--- config.mk ---
export PLATFORM = sky130hd
export DESIGN_NAME = motion_command_handshake_fsm
export DESIGN_NICKNAME = d
export VERILOG_FILES = /design/src/rtl/mchs_pkg.sv /design/src/rtl/motion_command_handshake_fsm.sv /design/src/rtl/mchs_cfg_regs.sv /design/src/rtl/mchs_timers.sv /design/src/rtl/mchs_seq.sv
export VERILOG_INCLUDE_DIRS = /design/src /design/src/rtl
export SDC_FILE = /design/constraint.sdc
export NUM_CORES = 1
export LEC_CHECK = 0
export ABC_CLOCK_PERIOD_IN_PS = 2330
export BUFFER_PORTS_ARGS = -buffer_cell sky130_fd_sc_hd__buf_4
export CORE_MARGIN = 5
export CORE_UTILIZATION = 58
export DETAILED_ROUTE_END_ITERATION = 7
export PLACE_DENSITY = 0.79
export SYNTH_ARGS = -nofsm -noshare
export SYNTH_HDL_FRONTEND = slang
export SYNTH_SLANG_ARGS = --single-unit
--- constraint.sdc ---
create_clock -name clk_i -period 2.33 [get_ports clk_i]
set_input_delay 0.3495 -clock clk_i [delete_from_list [all_inputs] [get_ports clk_i]]
set_output_delay 0.3495 -clock clk_i [all_outputs]
set_load 0.005 [all_outputs]
--- src/rtl/motion_command_handshake_fsm_defines.svh ---
// ---------------------------------------------------------------------------
// Assertion macros for the motion command handshake sequencer
// Concurrent checks in simulation, empty bodies for synthesis.
// ---------------------------------------------------------------------------
`ifndef MOTION_COMMAND_HANDSHAKE_FSM_DEFINES_SVH
`define MOTION_COMMAND_HANDSHAKE_FSM_DEFINES_SVH

`ifndef SYNTHESIS
// check that is switched off while reset is applied
`define MCHS_ASSERT(lbl, clk, rstn, prop) \
  lbl: assert property (@(posedge clk) disable iff (!(rstn)) (prop)) \
    else $error("mchs assertion failed");
// check that holds during reset as well
`define MCHS_ASSERT_ALWAYS(lbl, clk, prop) \
  lbl: assert property (@(posedge clk) (prop)) \
    else $error("mchs assertion failed");
`else
`define MCHS_ASSERT(lbl, clk, rstn, prop)
`define MCHS_ASSERT_ALWAYS(lbl, clk, prop)
`endif

`endif

--- src/rtl/mchs_pkg.sv ---
// ---------------------------------------------------------------------------
// mchs_pkg
// Shared types and constants of the motion command handshake sequencer.
// ---------------------------------------------------------------------------
package mchs_pkg;

  // sequence phases
  typedef enum logic [2:0] {
    PH_ENTRY   = 3'd0,
    PH_SEND_RA = 3'd1,
    PH_WAIT_RA = 3'd2,
    PH_START   = 3'd3,
    PH_VERIFY  = 3'd4,
    PH_MONITOR = 3'd5,
    PH_TM_ACK  = 3'd6
  } phase_e;

  // reply codes on ra_response / tm_response
  localparam logic [1:0] RESP_ACK = 2'd1;
  localparam logic [1:0] RESP_NAK = 2'd2;

  // finish codes
  localparam logic [2:0] FIN_NONE      = 3'd0;
  localparam logic [2:0] FIN_TM_ACKED  = 3'd1;
  localparam logic [2:0] FIN_TM_RESENT = 3'd2;
  localparam logic [2:0] FIN_RA_NAK    = 3'd3;
  localparam logic [2:0] FIN_NO_RA_ACK = 3'd4;
  localparam logic [2:0] FIN_STOPPED   = 3'd5;

  // timer slots
  localparam int unsigned TMR_RA     = 0;
  localparam int unsigned TMR_MOTION = 1;
  localparam int unsigned TMR_TM     = 2;
  localparam int unsigned NUM_TMR    = 3;

  // configuration registers
  localparam int unsigned TICK_W      = 16;
  localparam int unsigned PADDR_W     = 3;
  localparam int unsigned PDATA_W     = 32;
  localparam logic REG_LINK_TIMEOUT   = 1'b0;
  localparam logic REG_MOTION_TIMEOUT = 1'b1;
  localparam logic [TICK_W-1:0] TIMEOUT_RST = 16'd1000;

  // one input word
  typedef struct packed {
    logic       restart;
    logic [1:0] ra_response;
    logic [1:0] tm_response;
    logic       motion_ongoing;
    logic       start_accepted;
    logic       stop_request;
  } item_t;

  // one result word
  typedef struct packed {
    logic       done_res;
    logic [2:0] finish_code;
    logic       send_ra;
    logic       start_motion;
    logic       send_tm;
    logic       tm_resend;
    logic       mode_fault;
  } result_t;

  // timer control from the sequencer
  typedef struct packed {
    logic [NUM_TMR-1:0] arm;
    logic [NUM_TMR-1:0] clr;
  } tmr_ctrl_t;

endpackage

--- src/rtl/motion_command_handshake_fsm.sv ---
// The input word is accepted into the input register, and its result is then loaded
// into the result register once that register is free or being read.
// One word per cycle unless a result waits; phase, timers and flags update in one pass.
// A new word is taken while a result waits, as long as the input register frees up.
// Reset (rst_ni, asynchronous, active low): entry phase, timers disarmed, flags clear,
// both timeouts 1000 ticks, input and result registers empty.
// ---------------------------------------------------------------------------
// motion_command_handshake_fsm
// Motion command handshake sequencer: permission request, motion start,
// monitoring and report, one tick per input word.
// ---------------------------------------------------------------------------
`include "motion_command_handshake_fsm_defines.svh"

module motion_command_handshake_fsm (
  input  logic                          clk_i,
  input  logic                          rst_ni,
  // configuration
  input  logic                          psel,
  input  logic                          penable,
  input  logic                          pwrite,
  input  logic [mchs_pkg::PADDR_W-1:0]  paddr,
  input  logic [mchs_pkg::PDATA_W-1:0]  pwdata,
  output logic [mchs_pkg::PDATA_W-1:0]  prdata,
  output logic                          pready,
  // input words
  input  logic                          in_valid_i,
  output logic                          in_ready_o,
  input  logic                          restart_i,
  input  logic [1:0]                    ra_response_i,
  input  logic [1:0]                    tm_response_i,
  input  logic                          motion_ongoing_i,
  input  logic                          start_accepted_i,
  input  logic                          stop_request_i,
  // result words
  output logic                          out_valid_o,
  input  logic                          out_ready_i,
  output logic                          done_res_o,
  output logic [2:0]                    finish_code_o,
  output logic                          send_ra_o,
  output logic                          start_motion_o,
  output logic                          send_tm_o,
  output logic                          tm_resend_o,
  output logic                          mode_fault_o
);

  logic                                in_valid_q;
  mchs_pkg::item_t                     item_q;
  logic                                out_valid_q;
  mchs_pkg::result_t                   res_q;
  mchs_pkg::result_t                   res;
  mchs_pkg::tmr_ctrl_t                 tmr_ctrl;
  logic [mchs_pkg::NUM_TMR-1:0]        expired;
  logic [mchs_pkg::TICK_W-1:0]         link_ticks;
  logic [mchs_pkg::TICK_W-1:0]         motion_ticks;
  logic                                step_fire;
  logic                                in_fire;

  // handshake
  assign step_fire  = in_valid_q && (!out_valid_q || out_ready_i);
  assign in_ready_o = !in_valid_q || step_fire;
  assign in_fire    = in_valid_i && in_ready_o;

  // input register
  always_ff @(posedge clk_i or negedge rst_ni) begin
    if (!rst_ni) begin
      in_valid_q <= 1'b0;
    end else if (in_ready_o) begin
      in_valid_q <= in_valid_i;
    end
  end

  always_ff @(posedge clk_i) begin
    if (in_fire) begin
      item_q.restart        <= restart_i;
      item_q.ra_response    <= ra_response_i;
      item_q.tm_response    <= tm_response_i;
      item_q.motion_ongoing <= motion_ongoing_i;
      item_q.start_accepted <= start_accepted_i;
      item_q.stop_request   <= stop_request_i;
    end
  end

  mchs_cfg_regs u_cfg (
    .clk_i          (clk_i),
    .rst_ni         (rst_ni),
    .psel           (psel),
    .penable        (penable),
    .pwrite         (pwrite),
    .paddr          (paddr),
    .pwdata         (pwdata),
    .prdata         (prdata),
    .pready         (pready),
    .link_ticks_o   (link_ticks),
    .motion_ticks_o (motion_ticks)
  );

  mchs_timers u_tmr (
    .clk_i          (clk_i),
    .rst_ni         (rst_ni),
    .tick_i         (step_fire),
    .ctrl_i         (tmr_ctrl),
    .link_ticks_i   (link_ticks),
    .motion_ticks_i (motion_ticks),
    .expired_o      (expired)
  );

  mchs_seq u_seq (
    .clk_i     (clk_i),
    .rst_ni    (rst_ni),
    .tick_i    (step_fire),
    .item_i    (item_q),
    .expired_i (expired),
    .res_o     (res),
    .tmr_o     (tmr_ctrl)
  );

  // result register
  always_ff @(posedge clk_i or negedge rst_ni) begin
    if (!rst_ni) begin
      out_valid_q <= 1'b0;
    end else if (step_fire) begin
      out_valid_q <= 1'b1;
    end else if (out_ready_i) begin
      out_valid_q <= 1'b0;
    end
  end

  always_ff @(posedge clk_i) begin
    if (step_fire) begin
      res_q <= res;
    end
  end

  assign out_valid_o    = out_valid_q;
  assign done_res_o     = res_q.done_res;
  assign finish_code_o  = res_q.finish_code;
  assign send_ra_o      = res_q.send_ra;
  assign start_motion_o = res_q.start_motion;
  assign send_tm_o      = res_q.send_tm;
  assign tm_resend_o    = res_q.tm_resend;
  assign mode_fault_o   = res_q.mode_fault;

  // checks
  `MCHS_ASSERT(a_code_iff_done, clk_i, rst_ni,
    out_valid_q |-> (res_q.done_res == (res_q.finish_code != mchs_pkg::FIN_NONE)))
  `MCHS_ASSERT(a_step_loads_result, clk_i, rst_ni, step_fire |=> out_valid_q)
  `MCHS_ASSERT(a_held_word_waits, clk_i, rst_ni,
    (in_valid_q && !step_fire) |=> (in_valid_q && $stable(item_q)))
  `MCHS_ASSERT(a_one_issue, clk_i, rst_ni,
    out_valid_q |-> ($countones({res_q.send_ra, res_q.start_motion,
                                 res_q.send_tm, res_q.tm_resend}) <= 1))
  `MCHS_ASSERT_ALWAYS(a_pready_high, clk_i, pready)

endmodule

--- src/rtl/mchs_cfg_regs.sv ---
// ---------------------------------------------------------------------------
// mchs_cfg_regs
// APB-style register file holding the two timeout settings.
// ---------------------------------------------------------------------------
module mchs_cfg_regs (
  input  logic                                clk_i,
  input  logic                                rst_ni,
  input  logic                                psel,
  input  logic                                penable,
  input  logic                                pwrite,
  input  logic [mchs_pkg::PADDR_W-1:0]        paddr,
  input  logic [mchs_pkg::PDATA_W-1:0]        pwdata,
  output logic [mchs_pkg::PDATA_W-1:0]        prdata,
  output logic                                pready,
  output logic [mchs_pkg::TICK_W-1:0]         link_ticks_o,
  output logic [mchs_pkg::TICK_W-1:0]         motion_ticks_o
);

  logic [mchs_pkg::TICK_W-1:0] link_q;
  logic [mchs_pkg::TICK_W-1:0] motion_q;
  logic                        wr_en;
  logic                        reg_sel;

  assign pready  = 1'b1;
  assign wr_en   = psel && penable && pwrite;
  assign reg_sel = paddr[2];

  // register writes
  always_ff @(posedge clk_i or negedge rst_ni) begin
    if (!rst_ni) begin
      link_q   <= mchs_pkg::TIMEOUT_RST;
      motion_q <= mchs_pkg::TIMEOUT_RST;
    end else if (wr_en) begin
      if (reg_sel == mchs_pkg::REG_LINK_TIMEOUT) begin
        link_q <= pwdata[mchs_pkg::TICK_W-1:0];
      end else begin
        motion_q <= pwdata[mchs_pkg::TICK_W-1:0];
      end
    end
  end

  // read mux
  always_comb begin
    prdata = '0;
    if (reg_sel == mchs_pkg::REG_LINK_TIMEOUT) begin
      prdata[mchs_pkg::TICK_W-1:0] = link_q;
    end else begin
      prdata[mchs_pkg::TICK_W-1:0] = motion_q;
    end
  end

  assign link_ticks_o   = link_q;
  assign motion_ticks_o = motion_q;

endmodule

--- src/rtl/mchs_timers.sv ---
// ---------------------------------------------------------------------------
// mchs_timers
// Three countdown timers (RA, motion command, TM) with latched expiry flags.
// ---------------------------------------------------------------------------
module mchs_timers (
  input  logic                              clk_i,
  input  logic                              rst_ni,
  input  logic                              tick_i,
  input  mchs_pkg::tmr_ctrl_t               ctrl_i,
  input  logic [mchs_pkg::TICK_W-1:0]       link_ticks_i,
  input  logic [mchs_pkg::TICK_W-1:0]       motion_ticks_i,
  output logic [mchs_pkg::NUM_TMR-1:0]      expired_o
);

  for (genvar t = 0; t < mchs_pkg::NUM_TMR; t++) begin : g_tmr
    logic [mchs_pkg::TICK_W-1:0] cnt_q, cnt_d;
    logic                        armed_q, armed_d;
    logic                        exp_q, exp_d;
    logic [mchs_pkg::TICK_W-1:0] ticks;
    logic                        hit;

    assign ticks = (t == mchs_pkg::TMR_MOTION) ? motion_ticks_i : link_ticks_i;
    // counter reaches zero on this tick
    assign hit          = armed_q && (cnt_q == mchs_pkg::TICK_W'(1));
    assign expired_o[t] = exp_q || hit;

    // next timer state: arm overrides the tick update
    always_comb begin
      cnt_d   = cnt_q;
      armed_d = armed_q;
      exp_d   = exp_q;
      if (ctrl_i.arm[t]) begin
        cnt_d   = (ticks == '0) ? mchs_pkg::TICK_W'(1) : ticks;
        armed_d = 1'b1;
        exp_d   = 1'b0;
      end else begin
        if (armed_q) begin
          cnt_d = cnt_q - mchs_pkg::TICK_W'(1);
        end
        armed_d = armed_q && !hit;
        exp_d   = expired_o[t] && !ctrl_i.clr[t];
      end
    end

    always_ff @(posedge clk_i or negedge rst_ni) begin
      if (!rst_ni) begin
        cnt_q   <= '0;
        armed_q <= 1'b0;
        exp_q   <= 1'b0;
      end else if (tick_i) begin
        cnt_q   <= cnt_d;
        armed_q <= armed_d;
        exp_q   <= exp_d;
      end
    end
  end

endmodule

--- src/rtl/mchs_seq.sv ---
// ---------------------------------------------------------------------------
// mchs_seq
// Phase state machine: one tick per input word, result and timer controls.
// ---------------------------------------------------------------------------
module mchs_seq (
  input  logic                           clk_i,
  input  logic                           rst_ni,
  input  logic                           tick_i,
  input  mchs_pkg::item_t                item_i,
  input  logic [mchs_pkg::NUM_TMR-1:0]   expired_i,
  output mchs_pkg::result_t              res_o,
  output mchs_pkg::tmr_ctrl_t            tmr_o
);

  mchs_pkg::phase_e phase_q, phase_d, ph;
  logic             resend_q, resend_d;
  logic             stop_q, stop_d;
  logic             stop_v;
  logic             resp_ra_ack, resp_ra_nak, resp_tm_ack, resp_tm_nak;

  // restart forces entry before the phase logic; stop pulse latched first
  assign ph     = item_i.restart ? mchs_pkg::PH_ENTRY : phase_q;
  assign stop_v = stop_q || item_i.stop_request;

  assign resp_ra_ack = (item_i.ra_response == mchs_pkg::RESP_ACK);
  assign resp_ra_nak = (item_i.ra_response == mchs_pkg::RESP_NAK);
  assign resp_tm_ack = (item_i.tm_response == mchs_pkg::RESP_ACK);
  assign resp_tm_nak = (item_i.tm_response == mchs_pkg::RESP_NAK);

  // next state
  always_comb begin
    phase_d  = ph;
    resend_d = resend_q;
    stop_d   = stop_v;
    case (ph)
      mchs_pkg::PH_ENTRY: begin
        phase_d = mchs_pkg::PH_SEND_RA;
      end
      mchs_pkg::PH_SEND_RA: begin
        phase_d = mchs_pkg::PH_WAIT_RA;
      end
      mchs_pkg::PH_WAIT_RA: begin
        if (resp_ra_ack) begin
          phase_d  = mchs_pkg::PH_START;
          resend_d = 1'b0;
        end else if (resp_ra_nak) begin
          resend_d = 1'b0;
        end else if (expired_i[mchs_pkg::TMR_RA]) begin
          resend_d = !resend_q;
          if (!resend_q) begin
            phase_d = mchs_pkg::PH_SEND_RA;
          end
        end
      end
      mchs_pkg::PH_START: begin
        if (item_i.start_accepted) begin
          phase_d = mchs_pkg::PH_VERIFY;
        end
      end
      mchs_pkg::PH_VERIFY: begin
        if (item_i.motion_ongoing) begin
          phase_d = mchs_pkg::PH_MONITOR;
        end
        // motion timeout: resend once, the first timeout overriding the move to monitor
        if (expired_i[mchs_pkg::TMR_MOTION]) begin
          resend_d = !resend_q;
          if (!resend_q) begin
            phase_d = mchs_pkg::PH_START;
          end
        end
      end
      mchs_pkg::PH_MONITOR: begin
        if (stop_v) begin
          stop_d = 1'b0;
        end else if (!item_i.motion_ongoing) begin
          phase_d = mchs_pkg::PH_TM_ACK;
        end
      end
      mchs_pkg::PH_TM_ACK: begin
        phase_d = mchs_pkg::PH_TM_ACK;
      end
      default: begin
        phase_d = mchs_pkg::PH_ENTRY;
      end
    endcase
  end

  // result word and timer controls
  always_comb begin
    res_o = '0;
    tmr_o = '0;
    case (ph)
      mchs_pkg::PH_ENTRY: begin
        res_o = '0;
      end
      mchs_pkg::PH_SEND_RA: begin
        res_o.send_ra             = 1'b1;
        tmr_o.arm[mchs_pkg::TMR_RA] = 1'b1;
      end
      mchs_pkg::PH_WAIT_RA: begin
        if (resp_ra_nak && !resp_ra_ack) begin
          res_o.done_res    = 1'b1;
          res_o.finish_code = mchs_pkg::FIN_RA_NAK;
        end else if (!resp_ra_ack) begin
          tmr_o.clr[mchs_pkg::TMR_RA] = 1'b1;
          if (expired_i[mchs_pkg::TMR_RA] && resend_q) begin
            res_o.done_res    = 1'b1;
            res_o.finish_code = mchs_pkg::FIN_NO_RA_ACK;
          end
        end
      end
      mchs_pkg::PH_START: begin
        res_o.start_motion = 1'b1;
        res_o.mode_fault   = item_i.motion_ongoing || !item_i.start_accepted;
        tmr_o.arm[mchs_pkg::TMR_MOTION] = item_i.start_accepted;
      end
      mchs_pkg::PH_VERIFY: begin
        tmr_o.clr[mchs_pkg::TMR_MOTION] = 1'b1;
        res_o.mode_fault = expired_i[mchs_pkg::TMR_MOTION] && resend_q;
      end
      mchs_pkg::PH_MONITOR: begin
        if (stop_v) begin
          res_o.done_res    = 1'b1;
          res_o.finish_code = mchs_pkg::FIN_STOPPED;
        end else if (!item_i.motion_ongoing) begin
          res_o.send_tm               = 1'b1;
          tmr_o.arm[mchs_pkg::TMR_TM] = 1'b1;
        end
      end
      mchs_pkg::PH_TM_ACK: begin
        if (resp_tm_ack) begin
          res_o.done_res    = 1'b1;
          res_o.finish_code = mchs_pkg::FIN_TM_ACKED;
        end else begin
          // timer flag is only cleared when no NAK came in
          tmr_o.clr[mchs_pkg::TMR_TM] = !resp_tm_nak;
          if (resp_tm_nak || expired_i[mchs_pkg::TMR_TM]) begin
            res_o.tm_resend   = 1'b1;
            res_o.done_res    = 1'b1;
            res_o.finish_code = mchs_pkg::FIN_TM_RESENT;
          end
        end
      end
      default: begin
        res_o = '0;
      end
    endcase
  end

  // state registers, advanced once per word
  always_ff @(posedge clk_i or negedge rst_ni) begin
    if (!rst_ni) begin
      phase_q  <= mchs_pkg::PH_ENTRY;
      resend_q <= 1'b0;
      stop_q   <= 1'b0;
    end else if (tick_i) begin
      phase_q  <= phase_d;
      resend_q <= resend_d;
      stop_q   <= stop_d;
    end
  end

endmodule
==> summary.txt <==
Status
  – Status: finished, final reports clean

CTS
  – Post-CTS setup buffers: 0
  – Clock sink total: 110
  – H-tree depth: 3
  – Worst skew pair latency: 0.40 ns
  – Num CTS Buffers: 9
  – Clock buffer depth: 2
  – CTS Root Cell: clkbuf_8
  – CTS tree: yes
  – Clock-pin transition on the worst setup and hold timing paths: 0.10 ns

Timing
  – Final total negative setup slack: 0 ns
  – Max frequency: 460 MHz
  – Tmin final: 2.17 ns
  – Max Slew Vio Count: 0
  – Final Hold Fails: 0
  – Final setup violation count: 0
  – Slew at the pin closest to its max-slew limit: 0.675 ns
  – Slew Limit Headroom: 0.550
  – Final Cycle Share: 0.932
  – Final worst clock skew: 0.0160 ns
  – RSZ-0062 raised after global routing: no

Worst setup path
  – Data arrival, critical path: 2.49 ns
  – Worst setup EP type: flip-flop
  – Number of cells on the worst reg-to-reg path: 7
  – Crit-path max FO: 15
  – CP Cell Sequence: nand2b_1 -> or3_1 -> inv_2 -> nor2_1 -> nor2_2 -> a21oi_1 -> a21oi_1
  – Category of the critical setup timing path: reg -> reg
  – Launching element type of the critical path: flip-flop
  – Critical Path Most Common Cell: a21oi_1
  – Required time reported for the critical path endpoint: 2.64 ns
  – Critical-path cell with the highest stage delay: edfxtp_1
  – Slowest stage delay, CP: 0.51 ns

Floorplanning
  – Die height: 114 um
  – Total die area: 0.0131 mm^2
  – Site row count: 38
  – Top-Level Pins: 94
  – Die width: 114 um
  – Core area: 0.0107 mm^2
  – Starting density of the core: 0.587

Detailed routing
  – Final wirelength: 16.3 mm
  – First-iteration detailed-routing DRC count: 573
  – 1st-pass router iterations: 5
  – Post-detailed-route via-to-cell ratio: 6.51
  – DRC: 0
  – WL/cell: 19.5 um
  – Final antenna-violating net count: 0
  – Overall via count from detail_route: 5,452

Logic synthesis
  – Synthesized area: 0.00631 mm^2
  – Syn Inst Count: 637
  – Sequential fraction of the synthesis area: 0.452
  – Distinct cell type count of the synthesized netlist: 74
  – Seq cells post-synth: 110
  – Most used flip-flop cell after synthesis: dfrtp_1
  – Count of yosys warnings during synthesis: 0
  – Fraction of registers with async set/reset: 0.845
  – Average cell area after synthesis: 9.91 um^2
  – Count of flip-flops with a built-in enable after synthesis: 17

Worst hold path
  – Hold/Removal Path Class: in -> reg
  – Hold path cells: 1

Flow run
  – Max_cap viols: 0

Finish
  – Final Util: 0.655
  – Antenna Diode Count: 0
  – NumNets Final: 753
  – Proportion of layout cells with a drive suffix above 1: 0.252
  – Layout overhead on the synthesized area: 11.4%

Global routing
  – Pin count of the biggest net entering global routing: 37
  – Vias in the first global route: 5,275
  – Antenna violations before repair: 0
  – Combined global-route utilization of all metal layers: 0.255
  – Total gr overflow: 0
  – Global-route wire length before repair: 26.5 mm

Power and ir drop
  – Power density over the cells: 1020 mW/mm^2
  – Worst voltage drop across the vdd grid: 719 uV
  – Static Leakage: 2.90 nW

Placed design
  – Last weighted congestion value of the routability-driven placer: 0.913
  – Half-perimeter wire length after detailed placement: 11.8 mm
  – Quantity of I/O buffers inserted on ports: 58
==> power breakdown <==
part           leakage, nW  total [mW]  switching (mW)  internal [mW]
registers             1.29        3.31           0.778           2.53
clock network       0.0930        1.12           0.710          0.411
logic                 1.52        2.71            1.46           1.25
total                 2.90        7.14            2.95           4.19
==> cell usage after synthesis (5+ instances only) <==
cell       number  share of area
dfrtp_1        81           0.32
a21oi_1        53          0.042
mux2_2         49          0.087
nor2_1         46          0.027
o21ai_0        43          0.034
nand2_1        35          0.021
nor3_1         22          0.017
buf_4          20          0.024
inv_1          18          0.011
clkbuf_1       17          0.010
edfxtp_1       17          0.081
nand3_1        17          0.013
nor4_1         16          0.016
dfstp_2        12          0.050
ha_1           10          0.020
o22ai_1         9         0.0089
a2bb2oi_1       8          0.011
buf_2           8         0.0063
nand2b_1        8         0.0079
nand4_1         8         0.0079
o21ai_1         8         0.0063
a31oi_1         7         0.0069
nor4b_1         7         0.0097
o21a_1          7         0.0083
o2bb2ai_1       7         0.0097
nor3b_1         6         0.0071
o211ai_1        6         0.0071
or3_1           6         0.0059
a22oi_1         5         0.0059
a41oi_1         5         0.0069
==> cell usage in the layout, fill, tap and decap left out, types with 4 or more instances in the layout <==
| master | n |
|---|---|
| nor2_1 | 46 |
| o2bb2ai_1 | 7 |
| nand2_1 | 35 |
| a31oi_1 | 7 |
| nand4_1 | 8 |
| nand2b_1 | 8 |
| and3_1 | 4 |
| nor4b_1 | 7 |
| nand3_1 | 17 |
| nor3b_1 | 6 |
| a2bb2oi_1 | 8 |
| buf_4 | 82 |
| a21oi_1 | 53 |
| clkbuf_8 | 9 |
| a22oi_1 | 5 |
| ha_1 | 10 |
| dfrtp_1 | 81 |
| mux2_2 | 49 |
| dfstp_2 | 12 |
| o211ai_1 | 6 |
| a41oi_1 | 5 |
| o21a_1 | 7 |
| nor4_1 | 16 |
| nor3_1 | 22 |
| o22ai_1 | 9 |
| inv_6 | 5 |
| o21ai_1 | 8 |
| conb_1 | 17 |
| o21ai_0 | 43 |
| edfxtp_1 | 17 |
| or3_1 | 6 |
| inv_1 | 18 |
==> stage by stage <==
stage	worst slack, ns	instance area [um^2]	std cells	power, mW	hold slack [ns]
finish	0.158	7030	838	7.14	0.128
global route	0.0144	7030	838	7.54	0.0997
CTS	0.194	7030	838	7.07	0.115
detailed placement	0.218	6850	821	5.97	0.350
global placement	0.248	6850	821	5.82	0.343
floorplan	0.486	6370	652	4.95	0.0539
==> registers in the layout (all words and copies together) (netlist names) <==
name / flops
u_seq.phase_q: 3
start_motion_o: 1
u_seq.resend_q: 1
u_cfg.motion_ticks_o: 16
u_tmr.g_tmr.armed_q: 3
u_tmr.g_tmr.cnt_q: 48
u_tmr.g_tmr.exp_q: 3
send_ra_o: 1
item_q: 8
finish_code_o: 3
u_seq.stop_q: 1
out_valid_o: 1
in_valid_q: 1
mode_fault_o: 1
done_res_o: 1
tm_resend_o: 1
send_tm_o: 1
u_cfg.link_ticks_o: 16
==> routing by layer <==
layer,global-route usage,part of all wire
met5,0,0
met4,0.0942,0.027
met3,0.0592,0.075
met2,0.405,0.47
met1,0.343,0.42
==> critical path: cells and delay by family, from the launching register on <==
family,cells,cell delay (ns)
compound gates,2,0.28
buf+inv,1,0.24
flops,1,0.51
simple gates,4,1.06
==> final cells by class <==
cell class                 instances  area [um^2]
fill                             850         3710
multi-input combinational        468         3090
sequential                       110         2850
timing repair buffer              84          646
inverter                          20         87.6
tap                              140          175
clock inverter                     6         50.0
clock buffer                      10          128
==> worst paths after layout <==
check	from	endpoint	slack [ns]
worst max register to register	item_q[7]$_DFFE_PP_	u_tmr.g_tmr[0].cnt_q[13]$_DFFE_PN0P_	0.16
worst min-delay path	motion_ongoing_i	item_q[2]$_DFFE_PP_	0.13
worst min register to register	in_valid_q$_DFFE_PN0N_	out_valid_o$_DFFE_PN0P_	0.51
min in group asynchronous	rst_ni	u_tmr.g_tmr[1].cnt_q[8]$_DFFE_PN0P_	0.45
worst max-delay path	item_q[7]$_DFFE_PP_	u_tmr.g_tmr[0].cnt_q[13]$_DFFE_PN0P_	0.16
max in group asynchronous	rst_ni	u_cfg.link_ticks_o[3]$_DFFE_PN1P_	1.14
==> repair_timing <==
item                      in CTS  in global routing
hold endpoints to repair      32                  0
hold buffers                   1                  0
gates resized for setup        0                  0
==> logic make-up after synthesis <==
| logic type | after synthesis | share of synthesized area |
|---|---|---|
| adders and majority gates | 10 | 0.0198 |
| other | 2 | 0.00119 |
| buffers and inverters | 74 | 0.0668 |
| DFF | 110 | 0.452 |
| and+or+nand+nor | 201 | 0.180 |
| muxes | 49 | 0.0874 |
| AOI/OAI and AO/OA | 191 | 0.193 |
Note: power is estimated with default switching activity, not from simulation.
